### src/sv/ookpw_pkg.sv
// ----------------------------------------------------------------------------
// ookpw_pkg: shared types and constants of the OOK pulse-width transmitter
// Widths, register indexes, reset values, the phase encoding and the
// command record carried between the input side and the timing engine.
// ----------------------------------------------------------------------------
package ookpw_pkg;

  localparam int CODE_BITS   = 32;
  localparam int WORD_W      = 32;
  localparam int LEN_W       = 16;
  localparam int REP_W       = 4;
  localparam int BITS_W      = $clog2(CODE_BITS + 1);
  localparam int CFG_IDX_W   = 3;
  localparam int OUT_TDATA_W = 8;

  localparam int QDEPTH = 2;
  localparam int QPTR_W = (QDEPTH > 1) ? $clog2(QDEPTH) : 1;
  localparam int QCNT_W = $clog2(QDEPTH + 1);

  localparam logic [LEN_W-1:0] SHORT_LEN_RST    = LEN_W'(430);
  localparam logic [LEN_W-1:0] LONG_LEN_RST     = LEN_W'(1150);
  localparam logic [LEN_W-1:0] GAP_LEN_RST      = LEN_W'(8000);
  localparam logic [LEN_W-1:0] PREAMBLE_LEN_RST = LEN_W'(15000);
  localparam logic [REP_W-1:0] REPEAT_COUNT_RST = REP_W'(8);

  typedef enum logic [2:0] {
    PH_IDLE  = 3'd0,
    PH_PRE   = 3'd1,
    PH_HI    = 3'd2,
    PH_LO    = 3'd3,
    PH_TRAIL = 3'd4,
    PH_GAP   = 3'd5
  } phase_t;

  typedef enum logic [CFG_IDX_W-1:0] {
    CFG_SHORT_LEN    = 3'd0,
    CFG_LONG_LEN     = 3'd1,
    CFG_GAP_LEN      = 3'd2,
    CFG_PREAMBLE_LEN = 3'd3,
    CFG_REPEAT_COUNT = 3'd4
  } cfg_idx_t;

  typedef enum logic {
    KIND_START = 1'b0,
    KIND_TICK  = 1'b1
  } kind_t;

  typedef struct packed {
    kind_t             kind;
    logic [WORD_W-1:0] code_word;
  } cmd_t;

  typedef struct packed {
    logic [QCNT_W-1:0] count;
    logic              empty;
    logic              full;
  } q_status_t;

  // A zero length behaves as a single tick.
  function automatic logic [LEN_W-1:0] at_least_one(input logic [LEN_W-1:0] v);
    at_least_one = (v == '0) ? LEN_W'(1) : v;
  endfunction

endpackage

### src/sv/ookpw_front.sv
// ----------------------------------------------------------------------------
// ookpw_front: input side of the transmitter
// Takes input beats, sorts them into start and tick commands and holds them
// in a short queue until the timing engine is ready for them.
// ----------------------------------------------------------------------------
module ookpw_front (
  input  logic                         clk,
  input  logic                         rst_n,
  input  logic                         in_tvalid,
  output logic                         in_tready,
  input  logic [ookpw_pkg::WORD_W-1:0] in_tdata,
  input  logic                         in_tuser,
  input  logic                         pop,
  output ookpw_pkg::cmd_t              head,
  output ookpw_pkg::q_status_t         status
);

  ookpw_pkg::cmd_t                   mem_r [ookpw_pkg::QDEPTH];
  logic [ookpw_pkg::QPTR_W-1:0]      wr_ptr_r, wr_ptr_nxt;
  logic [ookpw_pkg::QPTR_W-1:0]      rd_ptr_r, rd_ptr_nxt;
  logic [ookpw_pkg::QCNT_W-1:0]      count_r, count_nxt;
  ookpw_pkg::cmd_t                   cmd;
  logic                              push;
  logic                              do_pop;

  always_comb begin
    cmd.kind      = (in_tuser == 1'b1) ? ookpw_pkg::KIND_TICK : ookpw_pkg::KIND_START;
    // The code word only matters on a start; ticks carry zero so the
    // queue never holds stale bits.
    cmd.code_word = (in_tuser == 1'b1) ? '0 : in_tdata;
  end

  assign status.count = count_r;
  assign status.empty = (count_r == '0);
  assign status.full  = (count_r == ookpw_pkg::QCNT_W'(ookpw_pkg::QDEPTH));

  assign in_tready = !status.full;
  assign push      = in_tvalid && in_tready;
  assign do_pop    = pop && !status.empty;
  assign head      = mem_r[rd_ptr_r];

  function automatic logic [ookpw_pkg::QPTR_W-1:0] ptr_inc(
    input logic [ookpw_pkg::QPTR_W-1:0] p
  );
    ptr_inc = (p == ookpw_pkg::QPTR_W'(ookpw_pkg::QDEPTH - 1)) ? '0 : p + 1'b1;
  endfunction

  always_comb begin
    wr_ptr_nxt = push   ? ptr_inc(wr_ptr_r) : wr_ptr_r;
    rd_ptr_nxt = do_pop ? ptr_inc(rd_ptr_r) : rd_ptr_r;
    count_nxt  = count_r;
    if (push && !do_pop) begin
      count_nxt = count_r + 1'b1;
    end else if (do_pop && !push) begin
      count_nxt = count_r - 1'b1;
    end
  end

  always_ff @(posedge clk) begin
    if (!rst_n) begin
      wr_ptr_r <= '0;
      rd_ptr_r <= '0;
      count_r  <= '0;
    end else begin
      wr_ptr_r <= wr_ptr_nxt;
      rd_ptr_r <= rd_ptr_nxt;
      count_r  <= count_nxt;
    end
  end

  always_ff @(posedge clk) begin
    if (push) begin
      mem_r[wr_ptr_r] <= cmd;
    end
  end

endmodule

### src/sv/ookpw_back.sv
// ----------------------------------------------------------------------------
// ookpw_back: timing engine of the transmitter
// Holds the configuration registers and the phase machine, applies one queued
// command per cycle unless stalled; registers resulting pin and status flags.
// ----------------------------------------------------------------------------
module ookpw_back (
  input  logic                              clk,
  input  logic                              rst_n,
  input  logic                              cfg_we,
  input  logic [ookpw_pkg::CFG_IDX_W-1:0]   cfg_addr,
  input  logic [ookpw_pkg::LEN_W-1:0]       cfg_wdata,
  input  ookpw_pkg::cmd_t                   head,
  input  ookpw_pkg::q_status_t              q_status,
  output logic                              pop,
  output logic                              out_tvalid,
  input  logic                              out_tready,
  output logic [ookpw_pkg::OUT_TDATA_W-1:0] out_tdata
);

  localparam int MSB = ookpw_pkg::CODE_BITS - 1;

  logic [ookpw_pkg::LEN_W-1:0]     short_len_r, long_len_r, gap_len_r, preamble_len_r;
  logic [ookpw_pkg::REP_W-1:0]     repeat_count_r;

  ookpw_pkg::phase_t                phase_r, phase_nxt;
  logic [ookpw_pkg::LEN_W-1:0]      time_left_r, time_left_nxt;
  logic [MSB:0]                     bit_shift_r, bit_shift_nxt;
  logic [ookpw_pkg::BITS_W-1:0]     bits_left_r, bits_left_nxt;
  logic [ookpw_pkg::REP_W-1:0]      repeats_left_r, repeats_left_nxt;
  logic [MSB:0]                     frame_word_r, frame_word_nxt;

  logic                             out_valid_r;
  logic [ookpw_pkg::OUT_TDATA_W-1:0] out_data_r;

  logic                             finished;
  logic                             dropped;
  logic [ookpw_pkg::LEN_W-1:0]      time_dec;
  logic [MSB:0]                     shifted;
  logic [ookpw_pkg::BITS_W-1:0]     bits_dec;
  logic [ookpw_pkg::REP_W-1:0]      reps_dec;
  logic [MSB:0]                     new_frame;

  assign pop        = !q_status.empty && (!out_valid_r || out_tready);
  assign out_tvalid = out_valid_r;
  assign out_tdata  = out_data_r;

  always_ff @(posedge clk) begin
    if (!rst_n) begin
      short_len_r    <= ookpw_pkg::SHORT_LEN_RST;
      long_len_r     <= ookpw_pkg::LONG_LEN_RST;
      gap_len_r      <= ookpw_pkg::GAP_LEN_RST;
      preamble_len_r <= ookpw_pkg::PREAMBLE_LEN_RST;
      repeat_count_r <= ookpw_pkg::REPEAT_COUNT_RST;
    end else if (cfg_we) begin
      case (ookpw_pkg::cfg_idx_t'(cfg_addr))
        ookpw_pkg::CFG_SHORT_LEN:    short_len_r    <= cfg_wdata;
        ookpw_pkg::CFG_LONG_LEN:     long_len_r     <= cfg_wdata;
        ookpw_pkg::CFG_GAP_LEN:      gap_len_r      <= cfg_wdata;
        ookpw_pkg::CFG_PREAMBLE_LEN: preamble_len_r <= cfg_wdata;
        ookpw_pkg::CFG_REPEAT_COUNT: repeat_count_r <= cfg_wdata[ookpw_pkg::REP_W-1:0];
        default: ;
      endcase
    end
  end

  always_comb begin
    phase_nxt        = phase_r;
    time_left_nxt    = time_left_r;
    bit_shift_nxt    = bit_shift_r;
    bits_left_nxt    = bits_left_r;
    repeats_left_nxt = repeats_left_r;
    frame_word_nxt   = frame_word_r;
    finished         = 1'b0;
    dropped          = 1'b0;
    time_dec         = time_left_r - 1'b1;
    shifted          = bit_shift_r << 1;
    bits_dec         = bits_left_r - 1'b1;
    reps_dec         = repeats_left_r - 1'b1;
    new_frame        = ookpw_pkg::CODE_BITS'(head.code_word);

    if (pop) begin
      if (head.kind == ookpw_pkg::KIND_START) begin
        if (phase_r != ookpw_pkg::PH_IDLE) begin
          dropped = 1'b1;
        end else begin
          frame_word_nxt   = new_frame;
          repeats_left_nxt = (repeat_count_r == '0) ? ookpw_pkg::REP_W'(1) : repeat_count_r;
          if (preamble_len_r != '0) begin
            phase_nxt     = ookpw_pkg::PH_PRE;
            time_left_nxt = preamble_len_r;
          end else begin
            // No preamble: go straight into the first bit's high pulse.
            bit_shift_nxt = new_frame;
            bits_left_nxt = ookpw_pkg::BITS_W'(ookpw_pkg::CODE_BITS);
            phase_nxt     = ookpw_pkg::PH_HI;
            time_left_nxt = ookpw_pkg::at_least_one(new_frame[MSB] ? long_len_r : short_len_r);
          end
        end
      end else if (phase_r != ookpw_pkg::PH_IDLE) begin
        time_left_nxt = time_dec;
        if (time_dec == '0) begin
          case (phase_r)
            ookpw_pkg::PH_PRE: begin
              bit_shift_nxt = frame_word_r;
              bits_left_nxt = ookpw_pkg::BITS_W'(ookpw_pkg::CODE_BITS);
              phase_nxt     = ookpw_pkg::PH_HI;
              time_left_nxt = ookpw_pkg::at_least_one(
                                frame_word_r[MSB] ? long_len_r : short_len_r);
            end
            ookpw_pkg::PH_HI: begin
              phase_nxt     = ookpw_pkg::PH_LO;
              time_left_nxt = ookpw_pkg::at_least_one(
                                bit_shift_r[MSB] ? short_len_r : long_len_r);
            end
            ookpw_pkg::PH_LO: begin
              bit_shift_nxt = shifted;
              bits_left_nxt = bits_dec;
              if (bits_dec != '0) begin
                phase_nxt     = ookpw_pkg::PH_HI;
                time_left_nxt = ookpw_pkg::at_least_one(
                                  shifted[MSB] ? long_len_r : short_len_r);
              end else begin
                phase_nxt     = ookpw_pkg::PH_TRAIL;
                time_left_nxt = ookpw_pkg::at_least_one(short_len_r);
              end
            end
            ookpw_pkg::PH_TRAIL: begin
              phase_nxt     = ookpw_pkg::PH_GAP;
              time_left_nxt = ookpw_pkg::at_least_one(gap_len_r);
            end
            ookpw_pkg::PH_GAP: begin
              repeats_left_nxt = reps_dec;
              if (reps_dec != '0) begin
                bit_shift_nxt = frame_word_r;
                bits_left_nxt = ookpw_pkg::BITS_W'(ookpw_pkg::CODE_BITS);
                phase_nxt     = ookpw_pkg::PH_HI;
                time_left_nxt = ookpw_pkg::at_least_one(
                                  frame_word_r[MSB] ? long_len_r : short_len_r);
              end else begin
                phase_nxt = ookpw_pkg::PH_IDLE;
                finished  = 1'b1;
              end
            end
            default: ;
          endcase
        end
      end
    end
  end

  always_ff @(posedge clk) begin
    if (!rst_n) begin
      phase_r        <= ookpw_pkg::PH_IDLE;
      time_left_r    <= '0;
      bit_shift_r    <= '0;
      bits_left_r    <= '0;
      repeats_left_r <= '0;
      frame_word_r   <= '0;
      out_valid_r    <= 1'b0;
    end else begin
      phase_r        <= phase_nxt;
      time_left_r    <= time_left_nxt;
      bit_shift_r    <= bit_shift_nxt;
      bits_left_r    <= bits_left_nxt;
      repeats_left_r <= repeats_left_nxt;
      frame_word_r   <= frame_word_nxt;
      if (pop) begin
        out_valid_r <= 1'b1;
      end else if (out_tready) begin
        out_valid_r <= 1'b0;
      end
    end
  end

  always_ff @(posedge clk) begin
    if (pop) begin
      out_data_r <= {4'b0000, dropped, finished,
                     (phase_nxt != ookpw_pkg::PH_IDLE),
                     (phase_nxt == ookpw_pkg::PH_HI || phase_nxt == ookpw_pkg::PH_TRAIL)};
    end
  end

endmodule

### src/sv/ook_pulse_width_code_transmitter_top.sv
// ----------------------------------------------------------------------------
// ook_pulse_width_code_transmitter_top: pulse-width coded OOK transmitter
// Sends a 32-bit code as a low preamble and repeated pulse-width frames.
// ----------------------------------------------------------------------------
// The block takes one input beat per clock while the queue is not full,
// either a start carrying the code word or a one-microsecond tick, and
// returns exactly one result beat per input beat with the pin level and
// status after that beat. Beats pass a two-entry queue and then the timing
// engine, which applies one command per cycle while the output is not
// stalled, so the sustained rate is one beat per clock. A beat is held in
// the queue memory and its result in the output register. Registers should
// only be written while no transmission is running.
module ook_pulse_width_code_transmitter_top (
  input  logic                              clk,
  input  logic                              rst_n,
  input  logic                              in_tvalid,
  output logic                              in_tready,
  input  logic [ookpw_pkg::WORD_W-1:0]      in_tdata,   // [31:0] code_word
  input  logic                              in_tuser,   // [0] kind (0 start, 1 tick)
  output logic                              out_tvalid,
  input  logic                              out_tready,
  // [0] pin_level, [1] busy_res, [2] finished, [3] start_dropped, [7:4] zero
  output logic [ookpw_pkg::OUT_TDATA_W-1:0] out_tdata,
  input  logic                              cfg_we,
  input  logic [ookpw_pkg::CFG_IDX_W-1:0]   cfg_addr,
  input  logic [ookpw_pkg::LEN_W-1:0]       cfg_wdata
);

  ookpw_pkg::cmd_t      head;
  ookpw_pkg::q_status_t q_status;
  logic                 pop;

  ookpw_front u_front (
    .clk       (clk),
    .rst_n     (rst_n),
    .in_tvalid (in_tvalid),
    .in_tready (in_tready),
    .in_tdata  (in_tdata),
    .in_tuser  (in_tuser),
    .pop       (pop),
    .head      (head),
    .status    (q_status)
  );

  ookpw_back u_back (
    .clk        (clk),
    .rst_n      (rst_n),
    .cfg_we     (cfg_we),
    .cfg_addr   (cfg_addr),
    .cfg_wdata  (cfg_wdata),
    .head       (head),
    .q_status   (q_status),
    .pop        (pop),
    .out_tvalid (out_tvalid),
    .out_tready (out_tready),
    .out_tdata  (out_tdata)
  );

`ifndef SYNTHESIS
  // The engine never takes a command from an empty queue.
  a_pop_not_empty: assert property (@(posedge clk) disable iff (!rst_n)
    pop |-> !q_status.empty)
    else $error("command taken from empty queue");

  // A stalled result must not be overwritten by a new command.
  a_no_overwrite: assert property (@(posedge clk) disable iff (!rst_n)
    (out_tvalid && !out_tready) |-> !pop)
    else $error("result overwritten while stalled");

  // Queue occupancy only moves by one per beat and never passes its depth.
  a_queue_bound: assert property (@(posedge clk) disable iff (!rst_n)
    q_status.count <= ookpw_pkg::QCNT_W'(ookpw_pkg::QDEPTH))
    else $error("queue overfilled");

  // A finished beat ends the transmission and the pin is low with it.
  a_finish_idle: assert property (@(posedge clk) disable iff (!rst_n)
    (out_tvalid && out_tdata[2]) |-> (!out_tdata[1] && !out_tdata[0]))
    else $error("finished reported while still busy");
`endif

endmodule
### config.mk
export PLATFORM = sky130hd
export DESIGN_NAME = ook_pulse_width_code_transmitter_top
export DESIGN_NICKNAME = d
export VERILOG_FILES = /design/src/sv/ookpw_pkg.sv /design/src/sv/ookpw_front.sv /design/src/sv/ookpw_back.sv /design/src/sv/ook_pulse_width_code_transmitter_top.sv
export SDC_FILE = /design/constraint.sdc
export NUM_CORES = 1
export LEC_CHECK = 0
export BUFFER_PORTS_ARGS = -buffer_cell sky130_fd_sc_hd__buf_4
export CAP_MARGIN = 40
export CORE_AREA = 2 2 175 177
export DETAILED_ROUTE_END_ITERATION = 7
export DIE_AREA = 0 0 177 179
export SETUP_SLACK_MARGIN = 0.2
export SYNTH_ARGS = -nofsm -noshare
export SYNTH_HDL_FRONTEND = slang
export SYNTH_SLANG_ARGS = --single-unit
### constraint.sdc
create_clock -name clk -period 3.1 [get_ports clk]
set_clock_uncertainty 0.05 [all_clocks]
set_input_delay 0.31 -clock clk [delete_from_list [all_inputs] [get_ports clk]]
set_output_delay 0.31 -clock clk [all_outputs]
set_load 0.03 [all_outputs]
Word-level counts from Yosys, hierarchy flattened

Memory sizes are Yosys's and may differ from the RTL's. A register that Yosys moved wholly into a read port is not among the register bits.
Index checks and enable logic that the tools add are counted.

Flip-flop bits (word level): 170
Memories kept: 1
RAM bits: 66
Input port bits: 57
Output and inout port bits: 10

Bitwise operators: 2
Eq/ne operators: 19
Multiplexer cells: 61
Reductions and logical operators: 39
Add/subtract/negate cells: 7

Memories:

| memory        | depth | width | rd ports | clocked after Yosys merged registers in | write ports | RTL line          | RTL |
|---|---|---|---|---|---|---|---|
| u_front.mem_r | 2     | 33    | 1        | 1                                       | 1           | ookpw_front.sv:18 | `ookpw_pkg::cmd_t mem_r [ookpw_pkg::QDEPTH];` |

Operators by type and width:

| kind                    | count |
|---|---|
| $mux W16                | 17 |
| $mux W32                | 7 |
| $logic_not A16 Y1       | 7 |
| $pmux W32 S3            | 1 |
| $pmux W16 S5            | 1 |
| $mux W6                 | 6 |
| $mux W4                 | 6 |
| $mux W3                 | 6 |
| $pmux W6 S3             | 1 |
| $reduce_bool A16 Y1     | 1 |
| $sub A16 B1 Y16 const B | 1 |
| $eq A3 B2 Y1 const B    | 5 |
| $pmux W3 S5             | 1 |
| $eq A3 B3 Y1 const B    | 4 |
| $mux W1                 | 11 |
| $reduce_and A2 Y1       | 5 |
| $mux W2                 | 4 |
| $reduce_and A7 Y1       | 1 |
| $eq A3 B1 Y1 const B    | 2 |
| $ne A2 B2 Y1 const B    | 3 |
| $reduce_and A3 Y1       | 2 |
| $reduce_bool A3 Y1      | 2 |
| $reduce_bool A6 Y1      | 1 |
| $sub A6 B1 Y6 const B   | 1 |
| 19 further kinds        | 32 |

Logic depth before layout (Yosys ltp)

Gate-level depths: netlist (run 1).

Depth in word-level cells: 10
Depth in mapped cells: 13
Gate-level depth less buffers: 10

By module

A second synthesis (run 1) with hierarchy kept.

Cell total of the unflattened synthesis: 1371
Area total of the unflattened synthesis: 12162.9 um^2

By module, submodules not included:

| module      | times used | cells each | area an instance (um^2) |
|---|---|---|---|
| ookpw_back  | 1          | 1208       | 9341.5 |
| ookpw_front | 1          | 163        | 2821.5 |

Worst setup path before layout (run 1)

OpenSTA, ideal clock, no wires.

Kind: flip-flop to flip-flop
Start point: register u_back.time_left_r[0] (netlist bit)
End point: register u_back.out_data_r (netlist bit u_back.out_tdata[1]) (data pin)
Setup slack: 62 ps
Stages on the path, launching flop included: 11
Buffers on the path: 1
Arrival: 2722 ps
Period minus slack after synthesis: 3038 ps
Library setup time: 266 ps
Cells stage by stage: dfxtp_1 > inv_1 > ha_1 > clkbuf_1 > or4b_4 > a21oi_4 > o211ai_4 > nor3_4 > nand3b_2 > mux2_4 > or3b_1

Word-level cells in the longest chain between the ends: 7

Ends and longest elaborated chain:

| item                     | RTL line          | RTL |
|---|---|---|
| start: declaration       | ookpw_back.sv:26  | `logic [ookpw_pkg::LEN_W-1:0] time_left_r, time_left_nxt;` |
| start signal: assignment | ookpw_back.sv:162 | `time_left_r <= time_left_nxt;` |
| $sub A16 B1 Y16          | ookpw_back.sv:75  | `time_dec = time_left_r - 1'b1;` |
| $logic_not A16 Y1        | ookpw_back.sv:101 | `if (time_dec == '0) begin` |
| $mux W3                  | ookpw_back.sv:101 |  |
| $mux W3                  | ookpw_back.sv:99  | `end else if (phase_r != ookpw_pkg::PH_IDLE) begin` |
| $mux W3                  | ookpw_back.sv:82  | `if (head.kind == ookpw_pkg::KIND_START) begin` |
| $mux W3                  | ookpw_back.sv:81  | `if (pop) begin` |
| $reduce_bool A3 Y1       | ookpw_back.sv:178 | `(phase_nxt != ookpw_pkg::PH_IDLE),` |
| end signal: assignment   | ookpw_back.sv:177 | `out_data_r <= {4'b0000, dropped, finished,` |
| end: declaration         | ookpw_back.sv:33  | `logic [ookpw_pkg::OUT_TDATA_W-1:0] out_data_r;` |

No other way between the ends.
A chain may end at the register's enable or synchronous reset.

Final worst setup path (run 1)

Start point: register u_back.time_left_r[1] (netlist bit)
End point: register u_back.out_data_r (netlist bit u_back.out_tdata[1]) (data pin)

Same word-level chain as after synthesis.

==> impl_metrics.csv, run 1 <==
group,metric,value,unit
outcome,status,"finished clean",
logic_synthesis,async_flop_share,0,%
worst_setup_path,cp-start-kind,"flop",
logic_synthesis,synthMostInstantiatedCell,"nand2_1",
final_layout,fin_util,46.8,%
logic_synthesis,synth.top_cell.area_share,28.3,%
worst_setup_path,path_cells,"inv_4 -> ha_4 -> or4b_4 -> nor4_4 -> xnor2_2 -> o211ai_4 -> nor3_4 -> nand3b_4 -> mux2_4 -> or3b_4",
floorplanning,rows,64,
global_routing,grt_first_pass_wirelength,50.9,mm
clock_network,insertion_delay,0.54,ns
final_layout,fin_nets,1476,
global_routing,grt_max_degree,74,
floorplanning,initial_core_util,39.3,%
route,drtIter0Drc,863,
worst_setup_path,ff2ff_path_depth,10,
worst_setup_path,crit_required,3.33,ns
power,power_density,857,nW/µm²
global_routing,antenna_found_initial,0,
clock_network,cts_buffers,27,
global_routing,grt_pass1_vias,9088,
sta,period_minus_slack,2.94,ns
route,routed_wl,32.5,mm
clock_network,path_clk_slew,0.06,ns
route,post-route-drc-count,0,
logic_synthesis,synth-seq-cells,237,
worst_setup_path,cp_top_family,"simple AND/OR/NAND/NOR gates",
logic_synthesis,ys_warn_count,0,
route,dr_total_vias,9856,
place,place_area,12800,µm²
logic_synthesis,synth_area_leader_cell,"dfxtp_1",
sta,finalHoldViolations,0,
final_layout,diodes,0,
worst_setup_path,path_depth,10,
route,drtAntennaViolNets,0,
worst_setup_path,worst_ep_arrival_time,3.16,ns
sta,holdWs,0.0115,ns
worst_setup_path,startpoint,"u_back.time_left_r[1]",
final_layout,drive_above_1_share,14.7,%
place,hpwlAfterDp,21.6,mm
global_routing,grt-ovfl-total,0,
worst_setup_path,cpMaxStageDelayCell,"or4b_4",
final_layout,regArea,5460,µm²
sta,finalMaxSlewViolations,0,
clock_network,clockBufferDepth,3,
place,numPlacedInstances,1751,
clock_network,cts-root-buf,"clkbuf_16",
logic_synthesis,synthTopCellsByArea,"dfxtp_1 (28%), edfxtp_1 (18%), nand2_1 (10%), mux2i_1 (7.3%), nor2b_1 (3.6%)",
worst_setup_path,reg2reg_to,"u_back.out_tdata[1]",
logic_synthesis,synth-edff-count,70,
worst_setup_path,cp_max_fo,5,
route,drt_pass1_iterations,7,
logic_synthesis,synth_cell_types,79,
worst_setup_path,worst-setup-path-type,"reg -> reg",
worst_setup_path,cp_num_buf_inv,1,
logic_synthesis,ys_seq_area_share,46.1,%
logic_synthesis,synthCells,1343,
final_layout,fillerInstances,2903,
sta,tns,0,ns
sta,max_freq,341,MHz
floorplanning,io_pins,67,
worst_setup_path,slowest_delay,0.48,ns
place,io_buffers,62,
route,avgRoutedWirePerCell,17.8,µm
clock_network,h-tree-depth,1,
worst_setup_path,rrSetupSlack,0.16,ns
sta,maxSlewHeadroom,46.7,%
global_routing,grt.total_usage,20.1,%
final_layout,final_cell_area,14100,µm²
power,max-vdd-ir-drop,0.526,mV
hold_path,hold_depth,3,
worst_setup_path,regToRegStartpoint,"u_back.time_left_r[1]",
place,place_congestion,0.894,
run,cap_violations,0,
final_layout,multiInputGateArea,6040,µm²
floorplanning,core_area,30000,µm²
floorplanning,die_y,179,µm
clock_network,cts.sinks,237,
place,dp_slack,0.0656,ns
hold_path,hold_class,"in -> reg",
sta,worst_pin_slew,0.797,ns
final_layout,area_delta_synth_final,19.0,%
worst_setup_path,crit_path_end_kind,"flop",
sta,setup_viol,0,
sta,min_period_over_period,94.7,%
logic_synthesis,synth_area,11800,µm²
sta,grt_setup_unrepaired,"true",
final_layout,final_cells,1828,
power,power.total,12.1,mW
sta,setup_ws,0.164,ns
power,leakagePower,5.61,nW
worst_setup_path,crit_end,"u_back.out_tdata[1]",
route,vias_per_cell,5.39,
logic_synthesis,synth_common_cells,"nand2_1 (329), dfxtp_1 (167), mux2i_1 (86)",
logic_synthesis,synth_ff_type,"dfxtp_1",
logic_synthesis,synth_area_per_cell,8.79,µm²
floorplanning,die_x,177,µm
floorplanning,die_area,31700,µm²
clock_network,cts_tree,"built",
report_power, final:
group          internal [mW]  switching, mW
Combinational           2.05           2.76
Clock                   1.77           1.30
Sequential              3.77          0.408
per-layer routing:
layer | GRT usage (%) | vias up | part of all wire (%)
met5 | 0 | - | 0
met4 | 5.92 | 0 | 2.3
met3 | 3.18 | 58 | 6.7
met2 | 30.5 | 293 | 43
met1 | 29.4 | 4658 | 48
li1 | - | 4847 | -
cell families after synthesis:
kind of cell,count (synthesis),synth area share [%]
and+or+nand+nor,618,24.4
buffers and inverters,109,3.88
DFF,237,46.1
adders and majority gates,8,0.848
muxes,88,7.51
xor gates and xnor gates,19,1.41
other,1,0.0318
AOI/OAI and AO/OA,263,15.8
state kept, by name, summed over array words and instances, names as in the netlist, 6 cells and up, named ones only:
register / cells
u_front.mem_r: 66
u_back.bit_shift_r: 32
u_back.frame_word_r: 32
u_back.gap_len_r: 16
u_back.long_len_r: 16
u_back.preamble_len_r: 16
u_back.short_len_r: 16
u_back.time_left_r: 16
u_back.bits_left_r: 6
area by class of cell:
cell class | instances | share of cell area [%]
multi-input combinational | 1000 | 43.0
inverter | 12 | 0.338
clock inverter | 13 | 0.801
clock buffer | 37 | 5.29
sequential | 237 | 38.8
tap | 396 | 3.53
timing repair buffer | 133 | 8.25
worst min-delay path by stage:
stage                             startpoint                        to  slack [ns]
CTS                             cfg_wdata[3]     u_back.short_len_r[3]      0.0004
global route                    cfg_wdata[1]     u_back.short_len_r[1]        0.03
floorplan                           in_tuser      u_front.mem_r[0][32]        0.36
global placement    u_back.repeats_left_r[3]  u_back.repeats_left_r[3]        0.41
detailed placement  u_back.repeats_left_r[3]  u_back.repeats_left_r[3]        0.41
finish                          cfg_wdata[3]     u_back.short_len_r[3]        0.01
worst register-to-register path, cell delays in order, from the launching register on:
cell	delay, ns
dfxtp_4	0.36
inv_4	0.06
ha_4	0.12
or4b_4	0.48
nor4_4	0.22
xnor2_2	0.18
o211ai_4	0.13
nor3_4	0.28
nand3b_4	0.11
mux2_4	0.32
or3b_4	0.37
what timing repair did:
item,in CTS,in global routing
pin swaps,2,13
cloned,2,1
endpoints found under the hold margin,39,0
setup buffers,0,10
hold buffers,14,0
endpoints found under the setup margin,41,54
gates resized for setup,5,33
layout by cell type (no fill, tap or decap), types with 7 or more instances in the layout:
cell type | netlist | layout
nand2_1 | 329 | 329
dfxtp_1 | 167 | 161
buf_4 | 4 | 107
mux2i_1 | 86 | 85
o21ai_0 | 77 | 75
edfxtp_1 | 70 | 70
nor2b_1 | 68 | 68
nor2_1 | 62 | 60
nand3_1 | 48 | 46
a21boi_0 | 40 | 39
o211a_1 | 34 | 34
a21oi_1 | 32 | 30
clkbuf_16 | 0 | 28
nor4_1 | 21 | 21
dlygate4sd3_1 | 0 | 14
nor3_1 | 15 | 13
xnor2_1 | 13 | 12
and2_1 | 12 | 11
or3_1 | 10 | 10
nand4_1 | 10 | 10
inv_1 | 11 | 9
a222oi_1 | 8 | 8
a21boi_1 | 6 | 7
ha_1 | 8 | 7
clkbuf_1 | 75 | 7
No activity file was read; power rests on OpenSTA's default activity.
==> run 2, diff against run 1 <==
--- a/config.mk
+++ b/config.mk
@@ -5,11 +5,15 @@
 export SDC_FILE = /design/constraint.sdc
 export NUM_CORES = 1
 export LEC_CHECK = 0
+export ABC_AREA = 1
 export BUFFER_PORTS_ARGS = -buffer_cell sky130_fd_sc_hd__buf_4
 export CAP_MARGIN = 40
-export CORE_AREA = 2 2 175 177
+export CELL_PAD_IN_SITES_DETAIL_PLACEMENT = 0
+export CELL_PAD_IN_SITES_GLOBAL_PLACEMENT = 1
+export CORE_AREA = 2 2 180 182
 export DETAILED_ROUTE_END_ITERATION = 7
-export DIE_AREA = 0 0 177 179
+export DIE_AREA = 0 0 182 184
+export PLACE_DENSITY_LB_ADDON = 0.1
 export SETUP_SLACK_MARGIN = 0.2
 export SYNTH_ARGS = -nofsm -noshare
 export SYNTH_HDL_FRONTEND = slang
==> impl_metrics.csv, run 2 <==
group,metric,value,unit
floorplanning,die_x,182,µm
global_routing,grt_max_degree,88,
worst_setup_path,path_common_cell,"nand2_1",
place,dp_slack,0.301,ns
power,power_density,828,nW/µm²
place,numPlacedInstances,2115,
worst_setup_path,rrSetupSlack,0.40,ns
sta,grt_setup_unrepaired,"false",
route,vias_per_cell,5.18,
sta,tns,0,ns
logic_synthesis,synthTopCellsByArea,"dfxtp_1 (27%), edfxtp_1 (17%), nand2_1 (9.7%), nor2_1 (7.8%), o21ai_0 (7.3%)",
clock_network,path_clk_slew,0.06,ns
power,leakagePower,5.98,nW
logic_synthesis,synthMostInstantiatedCell,"nand2_1",
worst_setup_path,cp-start-kind,"flop",
logic_synthesis,synth_compound_area_share,19.1,%
floorplanning,rows,65,
logic_synthesis,muxShareOfSynthArea,2.40,%
sta,finalHoldViolations,0,
clock_network,h-tree-depth,1,
route,post-route-drc-count,0,
final_layout,layout_commonest_cell,"nand2_1",
floorplanning,io_pins,67,
power,max-vdd-ir-drop,0.435,mV
final_layout,drive_above_1_share,14.2,%
final_layout,reg_top3,"u_front.mem_r x66, u_back.bit_shift_r x32, u_back.frame_word_r x32",
place,io_buffers,62,
worst_setup_path,worst_ep_arrival_time,2.96,ns
route,drtIter0Drc,721,
sta,maxSlewHeadroom,44.2,%
sta,finalMaxSlewViolations,0,
logic_synthesis,synth-seq-cells,237,
route,dr_total_vias,11400,
worst_setup_path,path_cells,"inv_1 -> ha_1 -> xnor2_1 -> nand2_1 -> nor2_1 -> nand3_2 -> nand2_1 -> buf_4 -> nand3_1 -> nand3_1 -> nand2_1 -> nand2_1 -> nand2_1 -> nand2_1 -> nand3_1",
clock_network,insertion_delay,0.56,ns
power,p_int,7.28,mW
outcome,status,"finished clean",
global_routing,grt_first_pass_wirelength,59.5,mm
route,avgRoutedWirePerCell,17.1,µm
logic_synthesis,synth_top_family_by_area,"simple AND/OR/NAND/NOR gates",
power,pwr-share-clk,27.8,%
final_layout,area_delta_synth_final,16.9,%
power,p_seq_share,32.9,%
clock_network,clockBufferDepth,3,
logic_synthesis,synthAdderAreaFrac,0.799,%
clock_network,cts_buffers,28,
global_routing,grt-ovfl-total,0,
floorplanning,die_area,33500,µm²
global_routing,antenna_found_initial,0,
place,hpwlAfterDp,27.0,mm
route,drt_pass1_iterations,7,
sta,worst_pin_slew,0.837,ns
logic_synthesis,ys_seq_area_share,43.5,%
route,drtAntennaViolNets,0,
power,power.total,12.1,mW
worst_setup_path,cp_top_family,"simple AND/OR/NAND/NOR gates",
global_routing,grt_pass1_vias,10800,
place,place_congestion,0.905,
logic_synthesis,synth_area_leader_cell,"dfxtp_1",
logic_synthesis,yosys.area_share.simple,25.5,%
sta,min_period_over_period,87.2,%
run,cap_violations,0,
logic_synthesis,synth.top_cell.area_share,26.7,%
worst_setup_path,cp_num_buf_inv,2,
sta,setup_ws,0.397,ns
final_layout,final_cells,2195,
final_layout,diodes,0,
worst_setup_path,crit_path_end_kind,"flop",
worst_setup_path,slowest_delay,0.33,ns
clock_network,cts.sinks,237,
final_layout,fin_nets,1837,
sta,max_freq,370,MHz
power,p_comb_share,39.3,%
logic_synthesis,ys_warn_count,0,
logic_synthesis,async_flop_share,0,%
sta,period_minus_slack,2.70,ns
clock_network,cts-root-buf,"clkbuf_16",
final_layout,fin_util,46.6,%
floorplanning,core_area,31400,µm²
clock_network,cts_tree,"built",
hold_path,hold_class,"in -> reg",
worst_setup_path,crit_required,3.36,ns
worst_setup_path,cpMaxStageDelayCell,"dfxtp_1",
final_layout,fillerInstances,3206,
final_layout,mostFrequentLayoutCells,"nand2_1 (321), nor2_1 (256), o21ai_0 (182)",
route,routed_wl,37.5,mm
final_layout,top_register,"u_front.mem_r",
logic_synthesis,synth_ff_type,"dfxtp_1",
worst_setup_path,cp_max_fo,13,
logic_synthesis,synthCells,1703,
power,swShare,39.9,%
sta,setup_viol,0,
logic_synthesis,synth_area_per_cell,7.35,µm²
floorplanning,initial_core_util,39.9,%
logic_synthesis,synth-edff-count,70,
worst_setup_path,worst-setup-path-type,"reg -> reg",
logic_synthesis,synth_area,12500,µm²
floorplanning,die_y,184,µm
logic_synthesis,synth_common_cells,"nand2_1 (323), nor2_1 (259), o21ai_0 (182)",
logic_synthesis,synth_xor_area_share,0.280,%
power,p_sw,4.84,mW
final_layout,largest_reg_flops,66,
logic_synthesis,synth_cell_types,48,
global_routing,grt.total_usage,22.6,%
-- run 2: cell types whose count changed after synthesis, sizes merged, moves of 17 or more --
cell | previous run | this run
o22ai | 2 | 40
a21oi | 33 | 167
nand2 | 329 | 358
nor2 | 62 | 275
nor2b | 68 | 0
a21boi | 46 | 1
o211a | 34 | 0
mux2i | 86 | 30
inv | 12 | 159
nor4 | 23 | 0
o21ai | 80 | 189
nand3 | 48 | 65
-- run 2: repair_timing --
item / 4_1_cts / 5_1_grt
endpoints found under the setup margin: 0 / 19
gates resized for setup: 0 / 4
buffers inserted: 0 / 2
hold buffers: 27 / 0
hold endpoints to repair: 55 / 0
-- run 2: cell families after synthesis --
| kind of cell | Yosys count |
|---|---|
| simple gates | 741 |
| compound gates | 428 |
| buf+inv | 254 |
| flops | 237 |
| mux | 30 |
| fa+ha+maj | 8 |
| xor+xnor | 4 |
| other cells | 1 |
-- run 2: area by class of cell --
| cell class | instances | area (µm²) | share of cell area, % |
|---|---|---|---|
| Clock buffer | 37 | 785 | 5.36 |
| Multi-Input combinational cell | 1215 | 6070 | 41.5 |
| Sequential cell | 237 | 5450 | 37.2 |
| Inverter | 162 | 614 | 4.20 |
| Tap cell | 402 | 503 | 3.44 |
| Timing Repair Buffer | 128 | 1040 | 7.11 |
| Clock inverter | 14 | 173 | 1.18 |
-- run 2: power groups by stage --
stage / clock network [mW] / registers (mW) / logic (mW)
after floorplan: 0 / 4.01 / 3.51
after global placement: 0 / 4.04 / 4.71
after detailed placement: 0 / 4.05 / 4.75
after CTS: 3.46 / 3.99 / 4.79
after global routing: 3.57 / 4.04 / 5.38
final: 3.37 / 3.99 / 4.76
-- run 2: per-layer routing --
layer  global-route usage [%]  wire, µm  vias up
met1                     27.5     16200     5296
met3                     2.44      1160       75
met4                     9.39      1600        0
li1                         -         -     5787
met2                     40.6     18500      221
met5                        0         0        -
-- run 2: through the flow --
stage | hold WS (ns) | instance area (µm²)
6_report | 0.0273 | 14600
5_1_grt | 0.0309 | 14600
4_1_cts | 0.00174 | 14600
3_5_place_dp | 0.390 | 13400
3_3_place_gp | 0.386 | 13400
2_1_floorplan | 0.359 | 12500
-- run 2: path summary, 6_finish.rpt --
| kind | startpoint | to | cells after the start |
|---|---|---|---|
| max reg2reg | u_back.bits_left_r[0] | u_back.out_tdata[1] | 15 |
| min | in_tdata[7] | u_front.mem_r[1][7] | 3 |
| max | u_back.bits_left_r[0] | u_back.out_tdata[1] | 15 |
| min reg2reg | u_front.rd_ptr_r | flop | 1 |
-- run 2: tightest hold or removal path, cell delays in order --
cell	delay, ns
buf_4	0.07
inv_1	0.03
nor2_1	0.10
==> run 3, diff against run 2 <==
--- a/config.mk
+++ b/config.mk
@@ -6,13 +6,13 @@
 export NUM_CORES = 1
 export LEC_CHECK = 0
 export ABC_AREA = 1
-export BUFFER_PORTS_ARGS = -buffer_cell sky130_fd_sc_hd__buf_4
 export CAP_MARGIN = 40
 export CELL_PAD_IN_SITES_DETAIL_PLACEMENT = 0
 export CELL_PAD_IN_SITES_GLOBAL_PLACEMENT = 1
 export CORE_AREA = 2 2 180 182
 export DETAILED_ROUTE_END_ITERATION = 7
 export DIE_AREA = 0 0 182 184
+export DONT_BUFFER_PORTS = 1
 export PLACE_DENSITY_LB_ADDON = 0.1
 export SETUP_SLACK_MARGIN = 0.2
 export SYNTH_ARGS = -nofsm -noshare
==> impl_metrics.csv, run 3 (synthesis gave the netlist of run 2 again) <==
group,metric,value,unit
route,routed_wl,37.3,mm
clock_network,clockBufferDepth,3,
sta,finalMaxSlewViolations,0,
final_layout,regArea,5450,µm²
sta,maxSlewHeadroom,41.4,%
global_routing,grt_first_pass_wirelength,59.2,mm
sta,grt_setup_unrepaired,"true",
floorplanning,io_pins,67,
worst_setup_path,worst-setup-path-type,"reg -> reg",
clock_network,insertion_delay,0.58,ns
final_layout,fillerInstances,3198,
floorplanning,initial_core_util,39.9,%
sta,tns,0,ns
worst_setup_path,cp_max_fo,10,
sta,period_minus_slack,2.71,ns
route,post-route-drc-count,0,
final_layout,area_delta_synth_final,16.0,%
clock_network,cts-root-buf,"clkbuf_16",
route,vias_per_cell,5.16,
final_layout,drive_above_1_share,10.9,%
hold_path,hold_class,"in -> reg",
place,place_congestion,0.883,
sta,finalHoldViolations,0,
final_layout,top_register,"u_front.mem_r",
place,io_buffers,0,
final_layout,diodes,0,
floorplanning,die_y,184,µm
worst_setup_path,worst_ep_arrival_time,3.08,ns
global_routing,grt_max_degree,88,
place,hpwlAfterDp,26.3,mm
worst_setup_path,crit_required,3.48,ns
clock_network,cts_buffers,28,
clock_network,cts.sinks,237,
global_routing,grt_pass1_vias,10700,
global_routing,grt-ovfl-total,0,
floorplanning,rows,65,
sta,max_freq,370,MHz
final_layout,fin_util,46.3,%
route,avgRoutedWirePerCell,17.3,µm
worst_setup_path,cp-start-kind,"flop",
clock_network,path_clk_slew,0.06,ns
global_routing,grt.total_usage,22.3,%
final_layout,fin_nets,1801,
route,drtIter0Drc,617,
clock_network,h-tree-depth,1,
global_routing,antenna_found_initial,0,
final_layout,largest_reg_flops,66,
final_layout,mostFrequentLayoutCells,"nand2_1 (320), nor2_1 (256), o21ai_0 (182)",
final_layout,multiInputGateArea,6070,µm²
route,drt_pass1_iterations,7,
sta,setup_viol,0,
clock_network,cts_tree,"built",
floorplanning,core_area,31400,µm²
sta,worst_pin_slew,0.878,ns
route,dr_total_vias,11100,
worst_setup_path,crit_path_end_kind,"flop",
outcome,status,"finished clean",
sta,min_period_over_period,87.3,%
power,leakagePower,5.82,nW
floorplanning,die_x,182,µm
floorplanning,die_area,33500,µm²
route,drtAntennaViolNets,0,
power,power_density,840,nW/µm²
sta,holdWs,0.0829,ns
final_layout,reg_top3,"u_front.mem_r x66, u_back.bit_shift_r x32, u_back.frame_word_r x32",
power,max-vdd-ir-drop,0.575,mV
run,cap_violations,0,
final_layout,layout_commonest_cell,"nand2_1",
-- run 3: final timing paths --
path / slack, ns / cells past startpoint / to / from
worst max-delay path: 0.39 / 16 / u_back.time_left_r[5] / u_back.time_left_r[0]
worst min-delay path: 0.08 / 2 / u_back.long_len_r[2] / rst_n
worst max register to register: 0.39 / 16 / u_back.time_left_r[5] / u_back.time_left_r[0]
worst min register to register: 0.40 / 1 / flop / u_front.rd_ptr_r
-- run 3: final cells by class --
class                   instances  share of cell area, %
clock inverters                18                   1.72
repair buffers                 92                   6.28
flip-flops and latches        237                   37.5
well taps                     402                   3.46
inverters                     162                   4.24
clock buffers                  32                   5.06
multi-input cells            1215                   41.8
-- run 3: metrics by stage --
step           cell area (µm²)  worst slack (ns)  instances  power [mW]
2_1_floorplan            12500             0.434       1706        7.52
3_3_place_gp             12900             0.275       2048        8.67
3_5_place_dp             12900             0.234       2048        8.68
4_1_cts                  14500             0.265       2154        12.3
5_1_grt                  14500             0.165       2158        13.1
6_report                 14500             0.394       2158        12.2
-- run 3: critical path: stages (launching register included) --
cell and delay (ns):
dfxtp_1 0.36, inv_2 0.13, ha_1 0.31, nand2_4 0.13, nor2_8 0.15, nand2_1 0.06
nand2_1 0.05, nand2_1 0.07, inv_2 0.11, nand3_1 0.10, nor2_1 0.26, nand2_2 0.16
nor2_8 0.22, buf_4 0.15, nand2_1 0.04, o211ai_1 0.12, a21oi_1 0.09
-- run 3: where the power goes --
part	total (mW)	switching (mW)	internal, mW
clock	3.51	1.39	2.12
combinational	4.65	3.13	1.51
sequential	4.06	0.351	3.70
-- run 3: metal layers --
layer | routed length [µm] | vias to the layer above | track usage [%]
met5 | 0 | - | 0
met4 | 1520 | 0 | 8.77
met3 | 1240 | 64 | 2.36
met2 | 18500 | 202 | 40.6
met1 | 16100 | 5144 | 27.1
li1 | - | 5719 | -
-- run 3: what timing repair did --
action                     CTS  global route
hold buffers                56             0
setup endpoints to repair    0            53
resized for setup            0             5
hold endpoints to repair   162             0
setup buffers                0             4
